--- config.mk ---
export PLATFORM = sky130hd
export DESIGN_NAME = rectr_table_mem
export DESIGN_NICKNAME = d
export VERILOG_FILES = /design/src/design/rectr_pkg.sv /design/src/design/rectr_table_mem.sv
export SDC_FILE = /design/constraint.sdc
export NUM_CORES = 1
export LEC_CHECK = 0
export BUFFER_PORTS_ARGS = -buffer_cell sky130_fd_sc_hd__buf_2
export CAP_MARGIN = 20
export CORE_ASPECT_RATIO = 0.5
export CORE_MARGIN = 1.5
export CORE_UTILIZATION = 60
export DETAILED_ROUTE_END_ITERATION = 7
export PLACE_DENSITY = 0.77
export SETUP_SLACK_MARGIN = 0.1
export SLEW_MARGIN = 40
export SYNTH_ARGS = -nofsm -noshare
export SYNTH_HDL_FRONTEND = slang
export SYNTH_SLANG_ARGS = --single-unit
--- constraint.sdc ---
create_clock -name clk -period 5.8 [get_ports clk]
set_input_delay 0 -clock clk [delete_from_list [all_inputs] [get_ports clk]]
set_output_delay 0 -clock clk [all_outputs]
set_load 0.01 [all_outputs]
--- src/design/rectr_pkg.sv ---
// rectifier output block: shared widths, codes, state type and divider structs
// depends on nothing; used by every design file
`default_nettype none

package rectr_pkg;

    localparam int V_W      = 24;
    localparam int R_W      = 24;
    localparam int G_W      = 20;
    localparam int PIN_W    = 5;
    localparam int IDX_W    = 4;
    localparam int OUT_W    = 32;
    localparam int DIF_W    = 25;
    localparam int PROD_W   = 50;
    localparam int ACC_W    = 52;
    localparam int PG_W     = 45;
    localparam int DIV_CNT_W = 6;
    localparam int ENTRY_W  = V_W + R_W;
    localparam int CFG_IDX_W  = 2;
    localparam int CFG_DATA_W = 20;

    localparam logic [CFG_IDX_W-1:0] REG_VOLTAGE_GAIN  = 2'd0;
    localparam logic [CFG_IDX_W-1:0] REG_POINTS_IN_USE = 2'd1;

    localparam logic [G_W-1:0]   GAIN_RESET = 20'd65536;
    localparam logic [R_W-1:0]   RES_MAX    = 24'hFFFFFF;

    localparam logic CMD_LOAD    = 1'b0;
    localparam logic CMD_COMPUTE = 1'b1;

    localparam logic [1:0] RANGE_INSIDE = 2'd0;
    localparam logic [1:0] RANGE_BELOW  = 2'd1;
    localparam logic [1:0] RANGE_ABOVE  = 2'd2;

    typedef enum logic [3:0] {
        ST_IDLE,
        ST_SRCH_RD,
        ST_SRCH_CMP,
        ST_RD_FIRST,
        ST_RD_LAST,
        ST_RD_LO,
        ST_RD_HI,
        ST_SEG,
        ST_MUL_SEG,
        ST_DIV_START,
        ST_DIV_WAIT,
        ST_MUL_G,
        ST_MUL_R,
        ST_ROUND
    } state_t;

    typedef struct packed {
        logic                     start;
        logic signed [PROD_W-1:0] dividend;
        logic signed [DIF_W-1:0]  divisor;
    } div_req_t;

    typedef struct packed {
        logic                     done;
        logic signed [PROD_W-1:0] quotient;
    } div_rsp_t;

endpackage

`default_nettype wire

--- src/design/rectr_table_mem.sv ---
// point table memory: voltage and resistance per entry, one port, registered read
// depends on rectr_pkg
`default_nettype none

module rectr_table_mem #(
    parameter int DEPTH = 16,
    parameter int AW    = 4
) (
    input  wire logic                               clk,
    input  wire logic                               we,
    input  wire logic [AW-1:0]                      addr,
    input  wire logic [rectr_pkg::ENTRY_W-1:0]      wdata,
    output logic      [rectr_pkg::ENTRY_W-1:0]      rdata
);

    logic [rectr_pkg::ENTRY_W-1:0] mem [DEPTH];

    // single port, read data valid in the cycle after the address
    always_ff @(posedge clk)
    begin
        if (we)
        begin
            mem[addr] <= wdata;
        end
        rdata <= mem[addr];
    end

endmodule

`default_nettype wire

* Yosys cells after proc, flatten, opt, wreduce, memory -nomap -nowiden *
Memories as Yosys holds them, arrays and structs flattened. A register that Yosys moved wholly into a read port is not among the register bits.
Index checks and enable logic that the tools add are counted.

storage, ports and cells
  memories kept = 1
  bits in latches = 0
  flip-flop bits (word level) = 0
  output and inout port bits = 48
  ROM bits = 0
  memory bits (writable) = 768
  word-level logic and storage cells = 3

cells by class
  eq/ne operators = 0
  div/mod/pow operators = 0
  multiplexer cells = 2
  multipliers = 0
  reduce and logical (&&, ||, !) cells = 0
  shifts and indexed selects = 0
  add/subtract/negate cells = 0
  bitwise gates (word level) = 0
  order comparisons = 0

memory list
  memory  words  width  read ports  clocked after Yosys merged registers in  write ports  RTL line               RTL
  mem     16     48     1           1                                        1            rectr_table_mem.sv:16  logic [rectr_pkg::ENTRY_W-1:0] mem [DEPTH];

operators with widths
  operator  count
  $mux W1   2

* Longest topological paths before layout *
  depth in word-level cells = 2
  gate-level depth with buffers = 6
  depth with buffers taken out = 3

* Worst setup path before layout *
Ideal clock, no wire load.

  path kind = input-to-reg
  start point = in addr[1]
  end point = mem mem[0][0] in the netlist's numbering, enable pin
  path buffers = 3
  setup time = 0.513 ns
  path slack = 1.403 ns
  data required time = 5.287 ns
  arrival time = 3.884 ns
  stages on the path = 4
  path through = buf_2 > buf_2 > buf_1 > nor3_1

RTL lines
  element             RTL line               RTL
  start: declaration  rectr_table_mem.sv:11  input wire logic [AW-1:0] addr,
  end: declaration    rectr_table_mem.sv:16

Straight into the memory's write port.

==> results.sh <==
export IMPL_min_to="rdata[11]"
export IMPL_ios=102
export IMPL_drive_gt1_frac=0.303
export IMPL_crit_type="primary input to register"
export IMPL_worst_slew_pin_transition_ns=0.900
export IMPL_hold_violations=0
export IMPL_drt_total_wl_mm=65.1
export IMPL_seq_area_frac_synth=0.808
export IMPL_clkSlewWorstSetupHoldPaths_ns=0.07
export IMPL_synthArstFlopShare=0
export IMPL_rsz0062_at_grt="false"
export IMPL_cts_max_level=3
export IMPL_cts_tree="built"
export IMPL_wire_per_inst_um=30.4
export IMPL_cp_start_kind="primary input"
export IMPL_power_density_nw_per_um2=349
export IMPL_hp_class="primary input to register"
export IMPL_rows=57
export IMPL_n_antenna_cell=0
export IMPL_finalSetupTns_ns=0
export IMPL_ir_worst_vdd_uv=211
export IMPL_antenna_found_initial=0
export IMPL_crit_required_ns=6.29
export IMPL_setup_viol=0
export IMPL_slew_headroom=0.400
export IMPL_pre_cts_ws_ns=2.84
export IMPL_initialDrtViolationCount=1836
export IMPL_yosysWarnings=0
export IMPL_grt_pass1_wl_mm=96.6
export IMPL_routed_via_count=14008
export IMPL_clkLatencyLatePin_ns=0.60
export IMPL_synth_edf_count=768
export IMPL_cts_root_buf="clkbuf_16"
export IMPL_synth_top_area_share=0.776
export IMPL_chipWidth_um=318
export IMPL_die_h_um=160
export IMPL_final_instance_count_excl_fill=2142
export IMPL_outcome="finished, final reports clean"
export IMPL_synth_seq_cells=816
export IMPL_synth_ff_type="edfxtp_1"
export IMPL_gp_congestion=0.742
export IMPL_crit_arrival_ns=2.75
export IMPL_synth_area_top_cells="edfxtp_1 78%, mux4_2 15%, dfxtp_1 3.2%"
export IMPL_ant_nets=0
export IMPL_fmax_mhz=443
export IMPL_grt_max_degree=131
export IMPL_min_period_ns=2.26
export IMPL_cts_sinks=816
export IMPL_r2r_end="rdata[18]"
export IMPL_fillers=2659
export IMPL_drtPass1Iterations=5
export IMPL_yosysTopAreaCell="edfxtp_1"
export IMPL_syn_inst=1243
export IMPL_remaining_drc_errors=0
export IMPL_synthToLayoutAreaGrowth_pct=14.5
export IMPL_grt_pass1_vias=14750
export IMPL_hold_path_depth=4
export IMPL_hpwl_mm=30.7
export IMPL_grt_usage=0.262
export IMPL_power_leakage_nw=11.0
export IMPL_critical_path_reg2reg_startpoint="mem[10][18]"
export IMPL_hp_start="addr[2]"
export IMPL_vias_per_cell=6.54
export IMPL_cts_resized=0
export IMPL_place_inst=1963
export IMPL_initial_utilization=0.610
export IMPL_final_setup_worst_slack_ns=3.54
export IMPL_cts_inserted_buffers=69
export IMPL_avgSynthCellArea_um2=23.9
export IMPL_nNetsFinal=1492
export IMPL_synth_nets=1297
export IMPL_clk_path_buf_depth=3
export IMPL_end_kind="register"
export IMPL_port_buffers=101
export IMPL_finalCritPeriodShare=0.389
export IMPL_synth_area_um2=29700
export IMPL_maxCapViolCount=0
export IMPL_worst_r2r_path_depth=3
export IMPL_synth_cell_types=18
export IMPL_yosysMostFrequentCell="edfxtp_1"
export IMPL_synthTopCellsByCount="768 x edfxtp_1, 192 x mux4_2, 96 x a22oi_1"
export IMPL_drv_slew=0
export IMPL_rrSetupSlack_ns=4.37
export IMPL_crit_fanout=60
export IMPL_dieArea_um2=51000
export IMPL_core_um2=48700
export IMPL_skew_ns=0.0247
export IMPL_grt_ovfl_total=0
[final cells by class]
cell class / count / area, µm² / share of cell area
Clock buffer: 89 / 1870 / 0.0551
Clock inverter: 37 / 350 / 0.0103
Multi-Input combinational cell: 363 / 5490 / 0.161
Sequential cell: 816 / 24000 / 0.706
Tap cell: 649 / 812 / 0.0239
Timing Repair Buffer: 188 / 1490 / 0.0437
[repair_timing]
item | 4_1_cts | 5_1_grt
hold endpoints to repair | 768 | 0
buffers inserted | 0 | 0
hold buffers | 48 | 0
[sequential cells by signal, summed over array words and instances (netlist names)]
name and count:
rdata 48, mem 768
[where the power goes]
part | leakage, nW | switching, W | internal [W]
combinational | 2.55 | 0.000351 | 0.000256
sequential | 7.34 | 0.0000488 | 0.00659
clock | 1.09 | 0.00207 | 0.00257
total | 11.0 | 0.00247 | 0.00942
[metal layers]
metal,part of all wire,GRT usage,vias to the layer above
li1,-,-,5697
met5,0,0,-
met2,0.51,0.433,845
met4,0.021,0.0765,0
met3,0.093,0.0525,115
met1,0.37,0.363,7351
[worst max-delay path by stage]
stage                     slack (ns)    start  cells after the start         to
final                           3.54  addr[0]                      6   rdata[7]
after CTS                       3.47  addr[0]                      6   rdata[7]
after global placement          2.93  addr[0]                      6   rdata[6]
after detailed placement        2.84  addr[0]                      6   rdata[6]
after floorplan                 1.40  addr[1]                      4  mem[0][0]
after global routing            3.25  addr[0]                      6   rdata[7]
[kinds of logic after synthesis]
group | Yosys count | synth area share
flip-flops | 816 | 0.808
multiplexers | 192 | 0.145
AO/OA/AOI/OAI | 96 | 0.0242
AND/OR/NAND/NOR | 75 | 0.0105
buffers and inverters | 64 | 0.0119
[critical path, cell delays in order]
cell and delay, ns:
buf_8 0.51, buf_4 0.64, buf_4 0.60, mux4_2 0.59, a22oi_1 0.22, nand2_1 0.08
[cell usage in the layout, fill, tap and decap left out]
| cell | netlist | routed |
|---|---|---|
| nor2b_4 | 0 | 2 |
| dlygate4sd3_1 | 0 | 48 |
| nor3_2 | 0 | 4 |
| nand2_1 | 49 | 49 |
| inv_6 | 0 | 6 |
| clkinv_2 | 0 | 12 |
| edfxtp_1 | 768 | 768 |
| a22oi_1 | 96 | 96 |
| nand2b_1 | 2 | 2 |
| nor2_4 | 0 | 13 |
| bufinv_16 | 0 | 6 |
| clkbuf_16 | 0 | 71 |
| buf_8 | 0 | 6 |
| nand3_1 | 1 | 1 |
| buf_2 | 11 | 99 |
| buf_6 | 13 | 4 |
| buf_12 | 0 | 2 |
| clkbuf_8 | 0 | 3 |
| mux4_2 | 192 | 192 |
| nand3b_1 | 2 | 2 |
| buf_4 | 1 | 23 |
| clkinv_1 | 0 | 11 |
| dfxtp_1 | 48 | 48 |
| clkinvlp_4 | 0 | 1 |
| buf_16 | 0 | 6 |
| or3b_2 | 1 | 1 |
| and2_4 | 0 | 1 |
| clkinv_4 | 0 | 1 |
| clkbuf_1 | 37 | 15 |
[stage by stage]
stage	utilization	hold WS, ns	cell area, µm²	power [W]
after global placement	0.638	0.355	31100	0.00730
after floorplan	-	0.0989	29700	0.00709
final	0.699	0.0480	34000	0.0119
after global routing	0.699	0.0633	34000	0.0122
after detailed placement	0.641	0.375	31200	0.00733
after CTS	0.696	0.115	33900	0.0119
Power figures use the tool's default switching activity.
