$ cat src/design/rectr_pkg.sv
// rectifier output block: shared widths, codes, state type and divider structs
// depends on nothing; used by every design file
`default_nettype none

package rectr_pkg;

    localparam int V_W      = 24;
    localparam int R_W      = 24;
    localparam int G_W      = 20;
    localparam int PIN_W    = 5;
    localparam int IDX_W    = 4;
    localparam int OUT_W    = 32;
    localparam int DIF_W    = 25;
    localparam int PROD_W   = 50;
    localparam int ACC_W    = 52;
    localparam int PG_W     = 45;
    localparam int DIV_CNT_W = 6;
    localparam int ENTRY_W  = V_W + R_W;
    localparam int CFG_IDX_W  = 2;
    localparam int CFG_DATA_W = 20;

    localparam logic [CFG_IDX_W-1:0] REG_VOLTAGE_GAIN  = 2'd0;
    localparam logic [CFG_IDX_W-1:0] REG_POINTS_IN_USE = 2'd1;

    localparam logic [G_W-1:0]   GAIN_RESET = 20'd65536;
    localparam logic [R_W-1:0]   RES_MAX    = 24'hFFFFFF;

    localparam logic CMD_LOAD    = 1'b0;
    localparam logic CMD_COMPUTE = 1'b1;

    localparam logic [1:0] RANGE_INSIDE = 2'd0;
    localparam logic [1:0] RANGE_BELOW  = 2'd1;
    localparam logic [1:0] RANGE_ABOVE  = 2'd2;

    typedef enum logic [3:0] {
        ST_IDLE,
        ST_SRCH_RD,
        ST_SRCH_CMP,
        ST_RD_FIRST,
        ST_RD_LAST,
        ST_RD_LO,
        ST_RD_HI,
        ST_SEG,
        ST_MUL_SEG,
        ST_DIV_START,
        ST_DIV_WAIT,
        ST_MUL_G,
        ST_MUL_R,
        ST_ROUND
    } state_t;

    typedef struct packed {
        logic                     start;
        logic signed [PROD_W-1:0] dividend;
        logic signed [DIF_W-1:0]  divisor;
    } div_req_t;

    typedef struct packed {
        logic                     done;
        logic signed [PROD_W-1:0] quotient;
    } div_rsp_t;

endpackage

`default_nettype wire

$ cat src/design/rectr_div.sv
// iterative signed divider, one quotient bit a cycle, truncates toward zero
// depends on rectr_pkg
`default_nettype none

module rectr_div (
    input  wire logic                clk,
    input  wire logic                rst_n,
    input  wire rectr_pkg::div_req_t req,
    output rectr_pkg::div_rsp_t      rsp
);

    localparam int PW = rectr_pkg::PROD_W;
    localparam int DW = rectr_pkg::DIF_W;
    localparam int CW = rectr_pkg::DIV_CNT_W;

    logic                busy_reg, busy_next;
    logic                done_reg, done_next;
    logic [CW-1:0]       cnt_reg, cnt_next;
    logic [DW-1:0]       rem_reg, rem_next;
    logic [PW-1:0]       quo_reg, quo_next;
    logic [DW-1:0]       dvs_reg, dvs_next;
    logic                neg_reg, neg_next;
    logic [DW:0]         rem_sh;
    logic [DW:0]         rem_sub;

    // one restoring step
    always_comb
    begin
        rem_sh  = {rem_reg, quo_reg[PW-1]};
        rem_sub = rem_sh - {1'b0, dvs_reg};
        busy_next = busy_reg;
        done_next = 1'b0;
        cnt_next  = cnt_reg;
        rem_next  = rem_reg;
        quo_next  = quo_reg;
        dvs_next  = dvs_reg;
        neg_next  = neg_reg;
        if (req.start)
        begin
            busy_next = 1'b1;
            cnt_next  = CW'(PW);
            rem_next  = '0;
            quo_next  = req.dividend[PW-1] ? PW'(-req.dividend) : PW'(req.dividend);
            dvs_next  = req.divisor[DW-1] ? DW'(-req.divisor) : DW'(req.divisor);
            neg_next  = req.dividend[PW-1] ^ req.divisor[DW-1];
        end
        else if (busy_reg)
        begin
            if (!rem_sub[DW])
            begin
                rem_next = rem_sub[DW-1:0];
                quo_next = {quo_reg[PW-2:0], 1'b1};
            end
            else
            begin
                rem_next = rem_sh[DW-1:0];
                quo_next = {quo_reg[PW-2:0], 1'b0};
            end
            cnt_next = cnt_reg - 1'b1;
            if (cnt_reg == CW'(1))
            begin
                busy_next = 1'b0;
                done_next = 1'b1;
            end
        end
    end

    // control state
    always_ff @(posedge clk or negedge rst_n)
    begin
        if (!rst_n)
        begin
            busy_reg <= 1'b0;
            done_reg <= 1'b0;
            cnt_reg  <= '0;
        end
        else
        begin
            busy_reg <= busy_next;
            done_reg <= done_next;
            cnt_reg  <= cnt_next;
        end
    end

    // datapath
    always_ff @(posedge clk)
    begin
        rem_reg <= rem_next;
        quo_reg <= quo_next;
        dvs_reg <= dvs_next;
        neg_reg <= neg_next;
    end

    assign rsp.done     = done_reg;
    assign rsp.quotient = neg_reg ? $signed(-quo_reg) : $signed(quo_reg);

endmodule

`default_nettype wire

$ cat config.mk
export PLATFORM = sky130hd
export DESIGN_NAME = rectr_div
export DESIGN_NICKNAME = d
export VERILOG_FILES = /design/src/design/rectr_pkg.sv /design/src/design/rectr_div.sv
export SDC_FILE = /design/constraint.sdc
export NUM_CORES = 1
export LEC_CHECK = 0
export ABC_CLOCK_PERIOD_IN_PS = 8250
export BUFFER_PORTS_ARGS = -buffer_cell sky130_fd_sc_hd__buf_2
export CORE_UTILIZATION = 49
export DETAILED_ROUTE_END_ITERATION = 12
export PLACE_DENSITY = 0.7
export SYNTH_ARGS = -nofsm -noshare
export SYNTH_HDL_FRONTEND = slang
export SYNTH_SLANG_ARGS = --single-unit
$ cat constraint.sdc
create_clock -name clk -period 8.25 [get_ports clk]
set_input_delay 1.2375 -clock clk [delete_from_list [all_inputs] [get_ports clk]]
set_output_delay 1.2375 -clock clk [all_outputs]
set_load 0.05 [all_outputs]
==> Yosys cells after proc, flatten, opt, wreduce, memory -nomap -nowiden <==
Cells that the tools add are included.
W data, S select, Z words.
{ "word_totals": {"ff_bits": 109, "input_bits": 78, "elab_cells": 31} }
{ "classes": {"reduce_logical": 1, "addsub": 5, "n_eq_ne": 1, "n_mux": 15, "bitwise_logic": 1} }
{ "op_table": {"columns": ["cell", "n"], "rows": [
  ["$mux W50", 4],
  ["$neg A50 Y50", 2],
  ["$sub A26 B25 Y26", 1],
  ["$mux W25", 1],
  ["$neg A25 Y25", 1],
  ["$mux W24", 1],
  ["$mux W6", 2],
  ["$mux W1", 7],
  ["$eq A6 B1 Y1 const B", 1],
  ["$sub A6 B1 Y6 const B", 1],
  ["$reduce_bool A2 Y1", 1],
  ["$xor A1 B1 Y1", 1]
]} }

==> Longest topological paths before layout <==
{ "depth": {"ltp_word": 4, "ltp_mapped": 12} }

==> Worst setup path before layout <==
OpenSTA, ideal clock, no wires.
{ "synth_path": {"kind": "reg2out", "startpoint": "register quo_reg[21]", "endpoint": "output rsp[47] (netlist bit)", "path_slack_ns": 3.367, "t_required_ns": 7.013, "arrival_ns": 3.646, "path_buffers": 0, "stages_incl_launch_ff": 9, "cell_sequence": "edfxtp_1 > or4_4 > or4_4 > or2_4 > or4_4 > or4_4 > or3_4 > o31ai_4 > xnor2_1"} }
{ "synth_lines": {"columns": ["element", "line", "source"], "rows": [
  ["from (decl)", "rectr_div.sv:20", "logic [PW-1:0] quo_reg, quo_next;"],
  ["from (signal assigned)", "rectr_div.sv:89", "quo_reg <= quo_next;"],
  ["to (decl)", "rectr_div.sv:9", "output rectr_pkg::div_rsp_t rsp"]
]} }

==> impl_metrics.yaml <==
synth:
  synth_top_area_share_pct: 27.7
  synthesis.area_um2: 8240
  synth_most_common_cell: "xnor2_1"
  postSynthAreaPerCell_um2: 9.09
  synth_edf_count: 76
  seq_area_frac_synth_pct: 36.2
  synth_top_area_cell: "edfxtp_1"
  ys_ff_latch: 109
  ys_top_cells_by_area: "edfxtp_1, xnor2_1, dfxtp_1"
  ys_top_cells_by_count: "xnor2_1, nor2_1, edfxtp_1, a21oi_1, nand2_1"
  synth_warnings: 0
  syn_inst: 907
  synth_async_sr_flop_share_pct: 7.34
  ys.flop_type: "edfxtp_1"
  syn_nets: 1016
  synth.distinct_cells: 63
worst_setup_path:
  path_class: "register to primary output"
  cpMostUsedCell: "or4_4"
  end_kind: "primary output"
  critPathBufInv: 1
  critical_path.top_delay_family: "simple AND/OR/NAND/NOR gates"
  startpoint: "quo_reg[4]"
  cp_max_fo: 6
  crit_arrival_ns: 4.21
  cp.required_ns: 7.01
  slowest_stage: "nor4_1"
  path_depth: 9
  reg2reg_slack_ns: 4.96
  crit_chain: "or4_4 > nor4_1 > nand4_4 > or4_4 > or4_4 > or3_4 > o31ai_4 > xnor2_1 > buf_2"
  crit-reg2reg-capture: "rem_reg[15]"
  crit_path_end: "rsp[49]"
  worstSetupStartpointType: "register"
  reg2reg_depth: 12
  cpPeakStageDelay_ns: 0.56
  regToRegStartpoint: "dvs_reg[10]"
clocking:
  tritoncts: "built"
  cts_buffers: 9
  postCtsSetupRepairBufs: 0
  htree_levels: 3
  cts-root-buf: "clkbuf_16"
  insertion_delay_ns: 0.36
  cts_hold_buf: 0
  cts_buffer_depth: 2
  postCtsResizedCells: 0
  path_clk_slew_ns: 0.08
  cts.sinks: 109
sta:
  finalSetupTns_ns: 0
  hold_violations: 0
  rsz0062_at_grt: "no"
  fmax_ghz: 0.183
  setup_viol: 0
  fin_crit_sh_pct: 66.1
  worst_pin_slew_ns: 1.05
  slew_headroom_pct: 29.6
  drv_slew: 0
  skew_ns: 0.00828
  hold_ws_ns: 0.511
  min_period_ns: 5.45
  setup_ws_ns: 2.80
min_path:
  hp-class: "register to register"
die:
  dieArea_um2: 17300
  start_util_pct: 49.9
  chipWidth_um: 132
  fp.dieH_um: 132
  ioPinCount: 129
  fp-row-count: 47
  core_um2: 16500
placement:
  placed_cell_area_um2: 9030
  dp_hpwl_um: 13900
  post-place-ws_ns: 3.19
  gp_congestion: 0.850
  port_buffers: 128
routing:
  drt-total-wl_um: 18600
  via_per_inst: 5.63
  firstDrtPassIters: 5
  ant_nets: 0
  num_vias: 6959
  drc_errors: 0
  wl_per_cell_um: 15.0
  drt_iter0_markers: 481
global_route:
  antenna_found_initial: 0
  grt_max_degree: 82
  grt_pass1_vias: 6403
  grt-ovfl-total: 0
  grt_pass1_wl_um: 31100
  track_usage_pct: 22.0
cells_and_area:
  final_nets: 1121
  syn_to_final_growth_pct: 13.1
  largest_reg_flops: 50
  postLayoutCellArea_um2: 9330
  utilization_pct: 56.4
  diodes: 0
  layout-drive-gt1-share_pct: 18.1
  fillers: 1491
power_and_ir_drop:
  max-vdd-ir-drop_v: 0.000119
  p_leak_nw: 3.75
  pwr_density_cell_nw_per_um2: 244
run_status:
  status: "complete, no violations"
flow_run:
  cap_viol_max_count: 0
where the power goes:
part | switching, mW | leakage [nW] | internal, mW
combinational | 0.643 | 2.54 | 0.399
sequential | 0.0957 | 1.06 | 0.690
clock | 0.206 | 0.146 | 0.237
total | 0.945 | 3.75 | 1.33
layout make-up:
class | instances | area [um2] | share of cell area [%]
clock inverters | 7 | 73.8 | 0.792
repair buffers | 132 | 673 | 7.22
inverters | 45 | 169 | 1.81
well taps | 220 | 275 | 2.95
flip-flops and latches | 109 | 2980 | 32.0
clock buffers | 9 | 225 | 2.42
multi-input cells | 715 | 4930 | 52.8
worst min-delay path: cells and delay by family, from the launching register on:
kind,cells,cell delay [ns]
AO/OA/AOI/OAI,1,0.05
AND/OR/NAND/NOR,1,0.09
flip-flops,1,0.33
how the worst min path moves through the flow:
stage	from	to	slack [ns]	depth (start not counted)
finish	rem_reg[14]	rem_reg[14]	0.51	2
floorplan	rem_reg[21]	rem_reg[21]	0.47	1
global placement	rem_reg[16]	rem_reg[16]	0.49	2
global route	rem_reg[13]	rem_reg[13]	0.53	2
CTS	rem_reg[8]	rem_reg[8]	0.51	2
detailed placement	rem_reg[6]	rem_reg[6]	0.50	2
cells in the final DEF, fill, tap and decap left out, types with 5 or more instances in the layout:
cell type / n
nor4_1: 13
mux2_2: 11
edfxtp_1: 76
xnor2_1: 88
a21o_1: 11
mux2i_1: 21
nor2_1: 87
a21oi_1: 69
dfxtp_1: 25
and3_1: 7
or2_2: 6
a211oi_1: 20
nand3_1: 8
o31ai_1: 30
ha_1: 30
o41ai_1: 13
nand2_1: 58
clkbuf_16: 9
buf_2: 127
or3_1: 22
nor3_1: 13
inv_1: 44
nor2b_1: 5
or4_4: 5
nand2b_1: 15
o21ai_0: 54
xor2_1: 54
buf_4: 5
dfrtp_1: 8
or4_1: 14
cells by family (layout without fill, tap and decap cells):
family	Yosys count	after routing	synth area share, %
compound gates	231	231	18.1
mux	32	32	4.05
buf+inv	83	193	4.13
fa+ha+maj	31	31	4.80
flops	109	109	36.2
simple gates	278	278	17.5
xor+xnor	143	143	15.2
per-stage QoR:
| step | power [mW] | std cells |
|---|---|---|
| 2_1_floorplan | 1.60 | 907 |
| 3_3_place_gp | 1.82 | 1221 |
| 3_5_place_dp | 1.83 | 1221 |
| 4_1_cts | 2.28 | 1237 |
| 5_1_grt | 2.41 | 1237 |
| 6_report | 2.27 | 1237 |
layer usage:
layer | routed length [um] | up-vias | track usage [%]
met1 | 9230 | 3216 | 31.7
met3 | 964 | 12 | 2.70
li1 | - | 3514 | -
met4 | 213 | 0 | 6.27
met2 | 8160 | 217 | 34.5
met5 | 0 | - | 0
No activity file was read; power rests on OpenSTA's default activity.
